$ cat src/hdl/biquad_tdf2_filter_defines.svh
//==============================================================================
// biquad_tdf2_filter_defines
// Assertion macros shared by the biquad filter RTL.
//==============================================================================
`ifndef BIQUAD_TDF2_FILTER_DEFINES_SVH
`define BIQUAD_TDF2_FILTER_DEFINES_SVH

// Same-cycle implication, checked on every rising edge outside reset.
`define BQ_ASSERT_NOW(lbl, ante, cons, msg) \
    lbl: assert property (@(posedge clk) disable iff (!rst_n) (ante) |-> (cons)) \
        else $error(msg);

// Next-cycle implication, checked on every rising edge outside reset.
`define BQ_ASSERT_NEXT(lbl, ante, cons, msg) \
    lbl: assert property (@(posedge clk) disable iff (!rst_n) (ante) |=> (cons)) \
        else $error(msg);

`endif

$ cat src/hdl/bq_tdf2_pkg.sv
//==============================================================================
// bq_tdf2_pkg
// Shared types and constants of the transposed direct form II biquad.
//==============================================================================
`default_nettype none

package bq_tdf2_pkg;

    localparam int DEF_CHANNELS     = 2;
    localparam int DEF_SAMPLE_WIDTH = 24;
    localparam int DEF_COEF_WIDTH   = 32;

    localparam int CHAN_WIDTH       = 1;
    localparam int CFG_INDEX_WIDTH  = 3;

    // Delay words carry this many bits more than a sample.
    localparam int STATE_GUARD      = 24;
    // Bits kept above the sample width after the product shift.
    localparam int PROD_EXTRA       = 18;
    // Fraction bits dropped when a delay-precision sum becomes a sample.
    localparam int ROUND_SHIFT      = 16;

    localparam logic [CFG_INDEX_WIDTH-1:0] REG_B0 = 3'd0;
    localparam logic [CFG_INDEX_WIDTH-1:0] REG_B1 = 3'd1;
    localparam logic [CFG_INDEX_WIDTH-1:0] REG_B2 = 3'd2;
    localparam logic [CFG_INDEX_WIDTH-1:0] REG_A1 = 3'd3;
    localparam logic [CFG_INDEX_WIDTH-1:0] REG_A2 = 3'd4;

    typedef enum logic [2:0] {
        S_IDLE,
        S_B0,
        S_Y,
        S_A1,
        S_B2,
        S_A2,
        S_D2
    } bq_state_t;

endpackage

`default_nettype wire

$ cat src/hdl/bq_mul.sv
//==============================================================================
// bq_mul
// Shared signed coefficient-by-sample multiplier with the product brought to
// delay-word precision and registered.
//==============================================================================
`default_nettype none

module bq_mul
    import bq_tdf2_pkg::*;
#(
    parameter int SAMPLE_WIDTH = DEF_SAMPLE_WIDTH,
    parameter int COEF_WIDTH   = DEF_COEF_WIDTH
)
(
    input  wire logic                                       clk,
    input  wire logic                                       en,
    input  wire logic signed [COEF_WIDTH-1:0]               coef,
    input  wire logic signed [SAMPLE_WIDTH-1:0]             smp,
    output logic signed      [SAMPLE_WIDTH+PROD_EXTRA-1:0]  prod
);

    localparam int FULL_W = COEF_WIDTH + SAMPLE_WIDTH;
    localparam int SHIFT  = COEF_WIDTH - PROD_EXTRA;

    logic signed [FULL_W-1:0]                    full;
    logic signed [SAMPLE_WIDTH+PROD_EXTRA-1:0]   prod_reg;

    assign full = FULL_W'(coef) * FULL_W'(smp);

    // Dropping the low bits is an arithmetic shift that rounds toward minus
    // infinity.
    always_ff @(posedge clk)
    begin
        if (en)
        begin
            prod_reg <= full[FULL_W-1:SHIFT];
        end
    end

    assign prod = prod_reg;

endmodule

`default_nettype wire

$ cat src/hdl/biquad_tdf2_filter.sv
//==============================================================================
// biquad_tdf2_filter
// Multichannel second-order IIR section in transposed direct form II.
//==============================================================================
// Channel   Handshake              Payload
// in        in_valid / in_stall    sample_in, chan
// out       out_valid / out_stall  sample_out, out_chan
// cfg       cfg_valid / cfg_ready  cfg_index, cfg_data
//
// From acceptance to a result in the output register, five products pass
// one after another through the single multiplier, then the second delay
// word is finished. The next request is accepted only after the sequencer
// returns to idle, so requests are processed one at a time.
// The input is stalled from acceptance until the delay words are written.
// If the previous result is still held, the last step waits for its release.
// Reset loads b0 with unity gain, clears the other coefficients and all
// delay words.
//==============================================================================
`default_nettype none

`include "biquad_tdf2_filter_defines.svh"

module biquad_tdf2_filter
    import bq_tdf2_pkg::*;
#(
    parameter int CHANNELS     = DEF_CHANNELS,
    parameter int SAMPLE_WIDTH = DEF_SAMPLE_WIDTH,
    parameter int COEF_WIDTH   = DEF_COEF_WIDTH
)
(
    input  wire logic                              clk,
    input  wire logic                              rst_n,

    input  wire logic                              in_valid,
    output logic                                   in_stall,
    input  wire logic signed [SAMPLE_WIDTH-1:0]    sample_in,
    input  wire logic        [CHAN_WIDTH-1:0]      chan,

    output logic                                   out_valid,
    input  wire logic                              out_stall,
    output logic signed      [SAMPLE_WIDTH-1:0]    sample_out,
    output logic             [CHAN_WIDTH-1:0]      out_chan,

    input  wire logic                              cfg_valid,
    output logic                                   cfg_ready,
    input  wire logic        [CFG_INDEX_WIDTH-1:0] cfg_index,
    input  wire logic signed [COEF_WIDTH-1:0]      cfg_data
);

    localparam int W       = SAMPLE_WIDTH;
    localparam int STATE_W = SAMPLE_WIDTH + STATE_GUARD;
    localparam int PROD_W  = SAMPLE_WIDTH + PROD_EXTRA;
    localparam int ACC_W   = STATE_W + 2;

    localparam logic signed [ACC_W-1:0] Y_MAX  =
        {{(ACC_W-W+1){1'b0}}, {(W-1){1'b1}}};
    localparam logic signed [ACC_W-1:0] Y_MIN  = ~Y_MAX;
    localparam logic signed [ACC_W-1:0] ST_MAX =
        {{(ACC_W-STATE_W+1){1'b0}}, {(STATE_W-1){1'b1}}};
    localparam logic signed [ACC_W-1:0] ST_MIN = ~ST_MAX;
    localparam logic signed [ACC_W-1:0] ROUND_BIAS =
        ACC_W'(1) <<< (ROUND_SHIFT - 1);

    bq_state_t state_reg, state_next;

    logic signed [COEF_WIDTH-1:0] b0_reg, b1_reg, b2_reg, a1_reg, a2_reg;
    logic signed [STATE_W-1:0]    delay_one_reg [CHANNELS];
    logic signed [STATE_W-1:0]    delay_two_reg [CHANNELS];

    logic signed [W-1:0]          x_reg;
    logic signed [W-1:0]          y_reg;
    logic        [CHAN_WIDTH-1:0] chan_reg;
    logic signed [ACC_W-1:0]      acc_reg;

    logic                         out_valid_reg;
    logic signed [W-1:0]          sample_out_reg;
    logic        [CHAN_WIDTH-1:0] out_chan_reg;

    logic                         mul_en;
    logic                         mul_use_y;
    logic signed [COEF_WIDTH-1:0] mul_coef;
    logic signed [PROD_W-1:0]     prod;
    logic signed [ACC_W-1:0]      prod_ext;

    logic                         in_take;
    logic                         out_free;
    logic signed [STATE_W-1:0]    s1_rd, s2_rd;
    logic signed [ACC_W-1:0]      y_sum, y_shift;
    logic signed [W-1:0]          y_sat;
    logic signed [STATE_W-1:0]    st1_sat, st2_sat;
    logic signed [ACC_W-1:0]      st2_sum;

    assign in_take   = in_valid && !in_stall;
    assign out_free  = !out_valid_reg || !out_stall;
    assign cfg_ready = 1'b1;
    assign prod_ext  = ACC_W'(prod);

    //--------------------------------------------------------------------------
    // Shared multiplier
    //--------------------------------------------------------------------------
    bq_mul #(
        .SAMPLE_WIDTH (SAMPLE_WIDTH),
        .COEF_WIDTH   (COEF_WIDTH)
    ) u_mul (
        .clk  (clk),
        .en   (mul_en),
        .coef (mul_coef),
        .smp  (mul_use_y ? y_reg : x_reg),
        .prod (prod)
    );

    //--------------------------------------------------------------------------
    // Sequencer
    //--------------------------------------------------------------------------
    always_comb
    begin
        state_next = state_reg;
        unique case (state_reg)
            S_IDLE: if (in_take) state_next = S_B0;
            S_B0:   state_next = S_Y;
            S_Y:    state_next = S_A1;
            S_A1:   state_next = S_B2;
            S_B2:   state_next = S_A2;
            S_A2:   state_next = S_D2;
            S_D2:   if (out_free) state_next = S_IDLE;
            default: state_next = S_IDLE;
        endcase
    end

    always_comb
    begin
        mul_en    = 1'b0;
        mul_use_y = 1'b0;
        mul_coef  = b0_reg;
        in_stall  = 1'b1;
        unique case (state_reg)
            S_IDLE: in_stall = 1'b0;
            S_B0:
            begin
                mul_en   = 1'b1;
                mul_coef = b0_reg;
            end
            S_Y:
            begin
                mul_en   = 1'b1;
                mul_coef = b1_reg;
            end
            S_A1:
            begin
                mul_en    = 1'b1;
                mul_use_y = 1'b1;
                mul_coef  = a1_reg;
            end
            S_B2:
            begin
                mul_en   = 1'b1;
                mul_coef = b2_reg;
            end
            S_A2:
            begin
                mul_en    = 1'b1;
                mul_use_y = 1'b1;
                mul_coef  = a2_reg;
            end
            S_D2:   in_stall = 1'b1;
            default: in_stall = 1'b1;
        endcase
    end

    always_ff @(posedge clk or negedge rst_n)
    begin
        if (!rst_n)
        begin
            state_reg <= S_IDLE;
        end
        else
        begin
            state_reg <= state_next;
        end
    end

    //--------------------------------------------------------------------------
    // Delay word read; a channel beyond the configured count reads as zero.
    //--------------------------------------------------------------------------
    always_comb
    begin
        s1_rd = '0;
        s2_rd = '0;
        for (int i = 0; i < CHANNELS; i++)
        begin
            if (32'(chan_reg) == i)
            begin
                s1_rd = delay_one_reg[i];
                s2_rd = delay_two_reg[i];
            end
        end
    end

    //--------------------------------------------------------------------------
    // Rounding and saturation
    //--------------------------------------------------------------------------
    always_comb
    begin
        y_sum   = acc_reg + prod_ext + ROUND_BIAS;
        y_shift = y_sum >>> ROUND_SHIFT;
        if (y_shift > Y_MAX)
            y_sat = Y_MAX[W-1:0];
        else if (y_shift < Y_MIN)
            y_sat = Y_MIN[W-1:0];
        else
            y_sat = y_shift[W-1:0];

        if (acc_reg > ST_MAX)
            st1_sat = ST_MAX[STATE_W-1:0];
        else if (acc_reg < ST_MIN)
            st1_sat = ST_MIN[STATE_W-1:0];
        else
            st1_sat = acc_reg[STATE_W-1:0];

        st2_sum = acc_reg - prod_ext;
        if (st2_sum > ST_MAX)
            st2_sat = ST_MAX[STATE_W-1:0];
        else if (st2_sum < ST_MIN)
            st2_sat = ST_MIN[STATE_W-1:0];
        else
            st2_sat = st2_sum[STATE_W-1:0];
    end

    //--------------------------------------------------------------------------
    // Datapath registers
    //--------------------------------------------------------------------------
    always_ff @(posedge clk)
    begin
        case (state_reg)
            S_IDLE:
            begin
                if (in_take)
                begin
                    x_reg    <= sample_in;
                    chan_reg <= chan;
                end
            end
            S_B0:   acc_reg <= ACC_W'(s1_rd);
            S_Y:
            begin
                y_reg   <= y_sat;
                acc_reg <= ACC_W'(s2_rd);
            end
            S_A1:   acc_reg <= acc_reg + prod_ext;
            S_B2:   acc_reg <= acc_reg - prod_ext;
            S_A2:   acc_reg <= prod_ext;
            default: acc_reg <= acc_reg;
        endcase
    end

    always_ff @(posedge clk or negedge rst_n)
    begin
        if (!rst_n)
        begin
            for (int i = 0; i < CHANNELS; i++)
            begin
                delay_one_reg[i] <= '0;
                delay_two_reg[i] <= '0;
            end
        end
        else
        begin
            for (int i = 0; i < CHANNELS; i++)
            begin
                if (32'(chan_reg) == i)
                begin
                    if (state_reg == S_A2)
                        delay_one_reg[i] <= st1_sat;
                    if (state_reg == S_D2 && out_free)
                        delay_two_reg[i] <= st2_sat;
                end
            end
        end
    end

    //--------------------------------------------------------------------------
    // Coefficient registers
    //--------------------------------------------------------------------------
    always_ff @(posedge clk or negedge rst_n)
    begin
        if (!rst_n)
        begin
            b0_reg <= {2'b01, {(COEF_WIDTH-2){1'b0}}};
            b1_reg <= '0;
            b2_reg <= '0;
            a1_reg <= '0;
            a2_reg <= '0;
        end
        else if (cfg_valid && cfg_ready)
        begin
            unique case (cfg_index)
                REG_B0: b0_reg <= cfg_data;
                REG_B1: b1_reg <= cfg_data;
                REG_B2: b2_reg <= cfg_data;
                REG_A1: a1_reg <= cfg_data;
                REG_A2: a2_reg <= cfg_data;
                default: ;
            endcase
        end
    end

    //--------------------------------------------------------------------------
    // Output register
    //--------------------------------------------------------------------------
    always_ff @(posedge clk or negedge rst_n)
    begin
        if (!rst_n)
        begin
            out_valid_reg <= 1'b0;
        end
        else if (state_reg == S_D2 && out_free)
        begin
            out_valid_reg <= 1'b1;
        end
        else if (!out_stall)
        begin
            out_valid_reg <= 1'b0;
        end
    end

    always_ff @(posedge clk)
    begin
        if (state_reg == S_D2 && out_free)
        begin
            sample_out_reg <= y_reg;
            out_chan_reg   <= chan_reg;
        end
    end

    assign out_valid  = out_valid_reg;
    assign sample_out = sample_out_reg;
    assign out_chan   = out_chan_reg;

    //--------------------------------------------------------------------------
    // Assertions
    //--------------------------------------------------------------------------
    `BQ_ASSERT_NEXT(a_accept_starts, in_valid && !in_stall, state_reg == S_B0, "accepted request did not start the sequence")
    `BQ_ASSERT_NOW(a_result_origin, $rose(out_valid), $past(state_reg == S_D2), "result appeared outside the final step")
    `BQ_ASSERT_NEXT(a_final_release, state_reg == S_D2 && out_free, state_reg == S_IDLE && out_valid, "final step did not deliver and release")

endmodule

`default_nettype wire

$ cat config.mk
export PLATFORM = sky130hd
export DESIGN_NAME = biquad_tdf2_filter
export DESIGN_NICKNAME = d
export VERILOG_FILES = /design/src/hdl/bq_tdf2_pkg.sv /design/src/hdl/bq_mul.sv /design/src/hdl/biquad_tdf2_filter.sv
export VERILOG_INCLUDE_DIRS = /design/src /design/src/hdl
export SDC_FILE = /design/constraint.sdc
export NUM_CORES = 2
export LEC_CHECK = 0
export BUFFER_PORTS_ARGS = -buffer_cell sky130_fd_sc_hd__buf_2
export CAP_MARGIN = 20
export CORE_UTILIZATION = 60
export DETAILED_ROUTE_END_ITERATION = 8
export PLACE_DENSITY = 0.77
export SYNTH_ARGS = -nofsm -noshare
export SYNTH_HDL_FRONTEND = slang
export SYNTH_SLANG_ARGS = --single-unit
export TNS_END_PERCENT = 30
$ cat constraint.sdc
create_clock -name clk -period 12.95 [get_ports clk]
set_input_delay 1.295 -clock clk [delete_from_list [all_inputs] [get_ports clk]]
set_output_delay 1.295 -clock clk [all_outputs]
set_load 0.05 [all_outputs]
# Word-level counts from Yosys, hierarchy flattened
# Index checks and enable logic that the tools add are counted.
# totals
register_bits,522
word_cells,81
# op_classes
n_reduce_logical,21
n_addsub,3
n_mul,1
n_mux,18
eq_ne,13
n_bitwise,1
magnitude_cmp,6
# op_table
operator,count
48-bit two-way mux,6
50-bit case mux with 5 select lines,1
32-bit case mux with 4 select lines,1
50-bit by 48-bit greater-than comparator with 1-bit output (second input constant),2
50-bit by 48-bit < comparator with 1-bit output (second input constant),2
32-bit by 24-bit multiplier with 56-bit output,1
50-bit by 17-bit adder with 50-bit output (second input constant),1
50-bit by 42-bit adder with 50-bit output,1
50-bit by 42-bit subtractor with 50-bit output,1
24-bit two-way mux,2
34-bit by 24-bit greater-than comparator with 1-bit output (second input constant),1
34-bit by 24-bit < comparator with 1-bit output (second input constant),1
2-bit AND reduction,11
3-bit case mux with 7 select lines,1
3-bit by 2-bit equality test with 1-bit output (second input constant),4
3-bit equality test (second input constant),4
3-bit by 1-bit equality test with 1-bit output (second input constant),2
3-bit zero test,2
3-bit two-way mux,2
1-bit two-way mux,5
5-bit nonzero test,1
5-bit OR reduction,1
2-bit inequality test (second input constant),2
1-bit logical AND,2
5 further kinds,6

# Depth between registers and ports, before layout
# depth
depth_word,5
mapped_depth,39

# Cells and area by module
# From an unflattened synthesis, not the netlist that was laid out.
# unflattened
cells_unflattened,5884
area_unflattened_um2,56895.8
# modules_own_cells
module,cells_each,area_each_um2,instances
biquad_tdf2_filter,2963,29131.7,1
bq_mul,2921,27764.1,1

# Worst setup path after synthesis
# Ideal clock, no wire load.
# synth_timing
kind,reg2reg
start,register state_reg[1]
end,register u_mul.prod_reg[41] (netlist: u_mul.prod[41]) (data pin)
period_less_slack_ns,9.483
required_ns,12.690
arrival_ns,9.223
slack_ns,3.467
setup_time_ns,0.260
stages_incl_launch_ff,34
cell_sequence,dfrtp_1 -> clkbuf_1 -> inv_1 -> ha_1 -> clkbuf_1 -> inv_1 -> clkbuf_1 -> buf_1 -> mux2i_1 -> nor2_1 -> fa_1 -> inv_1 -> fa_1 -> fa_1 -> fa_1 -> inv_1 -> fa_1 -> fa_1 -> fa_1 -> ha_1 -> a21o_1 -> a21o_1 -> a21oi_1 -> a2111o_1 -> or3_1 -> o21ai_0 -> a211oi_1 -> a2bb2oi_1 -> nor4_1 -> nor3_1 -> o31ai_1 -> a21o_1 -> a21oi_1 -> xnor2_1
# synth_between
elab_chain_len,5
elab_cells_between_ends,9
classes_between,mul: 1; eq/ne: 4; mux: 3; reduce/logical: 1
# synth_lines
element,line_no,source
from (decl),biquad_tdf2_filter.sv:64,"bq_state_t state_reg, state_next;"
from (signal assigned),biquad_tdf2_filter.sv:178,state_reg <= state_next;
3-bit equality test or 3-bit by 2-bit equality test with 1-bit output (tied branches),biquad_tdf2_filter.sv:136,unique case (state_reg)
2-bit OR reduction (no line),-,
1-bit two-way mux,biquad_tdf2_filter.sv:136,
24-bit two-way mux,biquad_tdf2_filter.sv:108,".smp (mul_use_y ? y_reg : x_reg),"
32-bit by 24-bit multiplier with 56-bit output (*),bq_mul.sv:28,assign full = FULL_W'(coef) * FULL_W'(smp);
named net u_mul.full[55],bq_mul.sv:25,logic signed [FULL_W-1:0] full;
to (signal assigned),bq_mul.sv:36,prod_reg <= full[FULL_W-1:SHIFT];
to (decl),bq_mul.sv:26,logic signed [SAMPLE_WIDTH+PROD_EXTRA-1:0] prod_reg;
# Mark *: on every way through the listed nets, which the timed path passes. The rest lies on a longest branch.
# A chain may end at the register's enable or synchronous reset.

# Worst setup path after layout
# Ends and elaborated chain as after synthesis.

==> metrics <==
status=completed; share of cells above drive strength 1=a little over a tenth; post-synthesis compound-gate area fraction=~11%; final worst slack=1789 ps; Core Area=roughly 0.091 mm^2; Ant. Diodes=0; Tightest Pin Transition=1248 ps; HPWL Detailed=approximately 130000 um; Post-synth ARST share=about two thirds; Synth cell types=110; GRT Residual Overflow=0; Starting Density=approximately three fifths; gr usage total=between 30 and 40%; Slew Limit Fails=0; top-level port count=93; wire length per cell=25.07 um; CP delay by family, top=adder cells; post-route ant nets=0; RD Place Congestion=~1; worst skew pair latency=roughly 700 ps; min Tclk post-route=11160 ps; Slew Limit Headroom=approximately 15%; Min-Delay Path Class=reg2reg; H-tree levels=2; mapped cell area=around 0.055 mm^2; die area=slightly above 0.09 mm^2; Resize count post-CTS=0; Yosys warning count=0; Die X=305.5 um; Min Hold Slack=475.4 ps; clock input transition at the sequential cells of the worst setup and hold paths=roughly 70 ps; setup violators final=0; crit path kind=reg2reg; cell count after synthesis=about 5600; Via density=roughly 6.3; clk root buf=clkbuf_16; Fillers=a little over 7000; via count=42704; Post-synth top flop=dfrtp_1; CP dominant cell by count=fa_1; XOR/XNOR share of the synthesized area=under 10%; crit path max-delay cell type=clkinv_2; initial antenna violation count=6; syn nets=around 6700; placed cell areas=~0.057 mm^2; Area Overhead vs Synth=6.499%; Setup Fix Bufs, Post-CTS=0; RSZ-0062 raised after global routing=false; Design Area, Final=slightly below 0.06 mm^2; number of clock sinks=522; Hold Vio Cnt, Final=0; Remaining DRCs=0; Port-buffer cells=between 90 and 100; number of flops mapped to enable cells by yosys=166; # rows=110; largest net degree at the start of global routing=99; setup TNS=0 ps; Tcrit/Tclk final=86.19%; first-pass detailed-route iteration total=6; mux cell area share after synthesis=8.152%; CTS tree=yes; Max Root-Sink Buffers=3; Critical Path Source Type=flop; #FFs+latches synth=about 520; vias in the first global route=around 44000; Worst Skew=between 80 and 90 ps; Worst Path Arrival=11570 ps; Fmax achieved=around 90 MHz; routed wire length=about 170000 um; Critical Path End Type=flop; Max Cap Viol=0; first-pass GRT wire length=between 200000 and 300000 um; Place WS=between 1500 and 2000 ps; Avg Cell Area, Syn=about 10 um^2; Hold-fix buffers, CTS=0; die height=about 300 um; crit path buf inv count=6; Adder-Cell Fraction of Synth Area=between 30% and 40%; total CTS buffers=55; delay of the slowest critical-path stage=just over 800 ps; Crit Path Max Fanout=45; Iter 0 DRT Violations=between 4000 and 5000; Worst EP required=13360 ps; largest family of logic cells by synthesized area=adder cells; Layout Nets=approximately 6600; Simple-Gate Fraction of Synth Area=10.65%; post-synthesis sequential area ratio=25.14%
## routing by layer
| metal | wire (um) | global-route usage, % | up-vias | part of all wire, % |
|---|---|---|---|---|
| met3 | 19880 | 10.59 | 615 | 12 |
| met5 | 98 | 0 | - | 0.058 |
| met4 | 9846 | 18.55 | 10 | 5.8 |
| met1 | 63930 | 47.66 | 21399 | 38 |
| li1 | - | - | 18163 | - |
| met2 | 76130 | 58.16 | 2517 | 45 |
## final timing paths
path,startpoint,end,slack [ps],depth (start not counted)
max in group asynchronous,rst_n,b0_reg[30]$_DFFE_PN1P_,10240,4
worst max-delay path,state_reg[1]$_DFFE_PN0P_,u_mul.prod[41]$_DFFE_PP_,1790,31
worst min register to register,delay_one_reg[0]$_DFFE_PN0P_,delay_one_reg[0]$_DFFE_PN0P_,480,2
worst min-delay path,delay_one_reg[0]$_DFFE_PN0P_,delay_one_reg[0]$_DFFE_PN0P_,480,2
worst max register to register,state_reg[1]$_DFFE_PN0P_,u_mul.prod[41]$_DFFE_PP_,1790,31
min in group asynchronous,rst_n,delay_one_reg[6]$_DFFE_PN0P_,650,1
## final cells by class
cell class	count	area [um^2]	share of cell area [%]
sequential	522	13900	23.61
clock buffer	78	1639	2.785
tap	1176	1471	2.500
multi-input combinational	3888	36970	62.80
clock inverter	26	266.5	0.4528
inverter	900	3385	5.750
timing repair buffer	186	1235	2.098
## worst register-to-register path, delay by kind of cell (launching register included)
kind / cells / cell delay (ps)
fa+ha+maj: 9 / 4450
xor+xnor: 1 / 80
mux: 1 / 610
compound gates: 10 / 2410
simple gates: 4 / 760
flops: 1 / 630
buf+inv: 6 / 2030
## cell usage after synthesis (all sizes together) (13+ instances only)
cell | instances | area (um^2)
a221o | 95 | 950.9
and2 | 21 | 131.4
o221ai | 31 | 271.5
o31ai | 16 | 120.1
o21a | 21 | 157.7
o21bai | 27 | 202.7
mux2i | 206 | 2062
xor2 | 40 | 350.3
a2111oi | 14 | 128.9
a211oi | 31 | 232.7
edfxtp | 166 | 4985
or3 | 13 | 88.83
fa | 784 | 15700
inv | 897 | 3372
a221oi | 20 | 175.2
nand2 | 543 | 2041
a31oi | 16 | 100.1
nor3 | 38 | 200.2
a21o | 55 | 412.9
o21ai | 223 | 1124
xnor2 | 111 | 972.2
buf | 59 | 309.0
a21oi | 235 | 1259
nor2 | 552 | 2091
ha | 247 | 3090
clkbuf | 255 | 957.2
nand3 | 43 | 220.2
nor2b | 31 | 193.9
dfrtp | 355 | 8884
o22ai | 37 | 231.5
nand2b | 41 | 256.5
mux2 | 217 | 2444
nor4 | 21 | 137.6
## metrics by stage
step / util (%) / std cells
final: 65.00 / 6776
after global routing: 65.00 / 6776
after CTS: 64.93 / 6771
after detailed placement: 62.83 / 6667
after global placement: 62.77 / 6663
after floorplan: - / 5624
## cell usage in the layout, fill, tap and decap left out, types with 95 or more instances in the layout
cell,instances
a21oi_1,212
a221o_1,95
dfrtp_1,354
edfxtp_1,166
fa_1,784
ha_1,246
inv_1,893
mux2_2,217
mux2i_1,190
nand2_1,538
nor2_1,543
o21ai_0,217
xnor2_1,111
## cells by family after synthesis
logic type / after synthesis
buffers and inverters: 1214
adders and majority gates: 1031
and+or+nand+nor: 1367
other: 1
xor gates and xnor gates: 151
DFF: 522
AOI/OAI and AO/OA: 915
muxes: 423
Power is left out: the tool's default activity adds up to more than one toggle a clock period on the data nets, which glitch-free logic cannot reach.
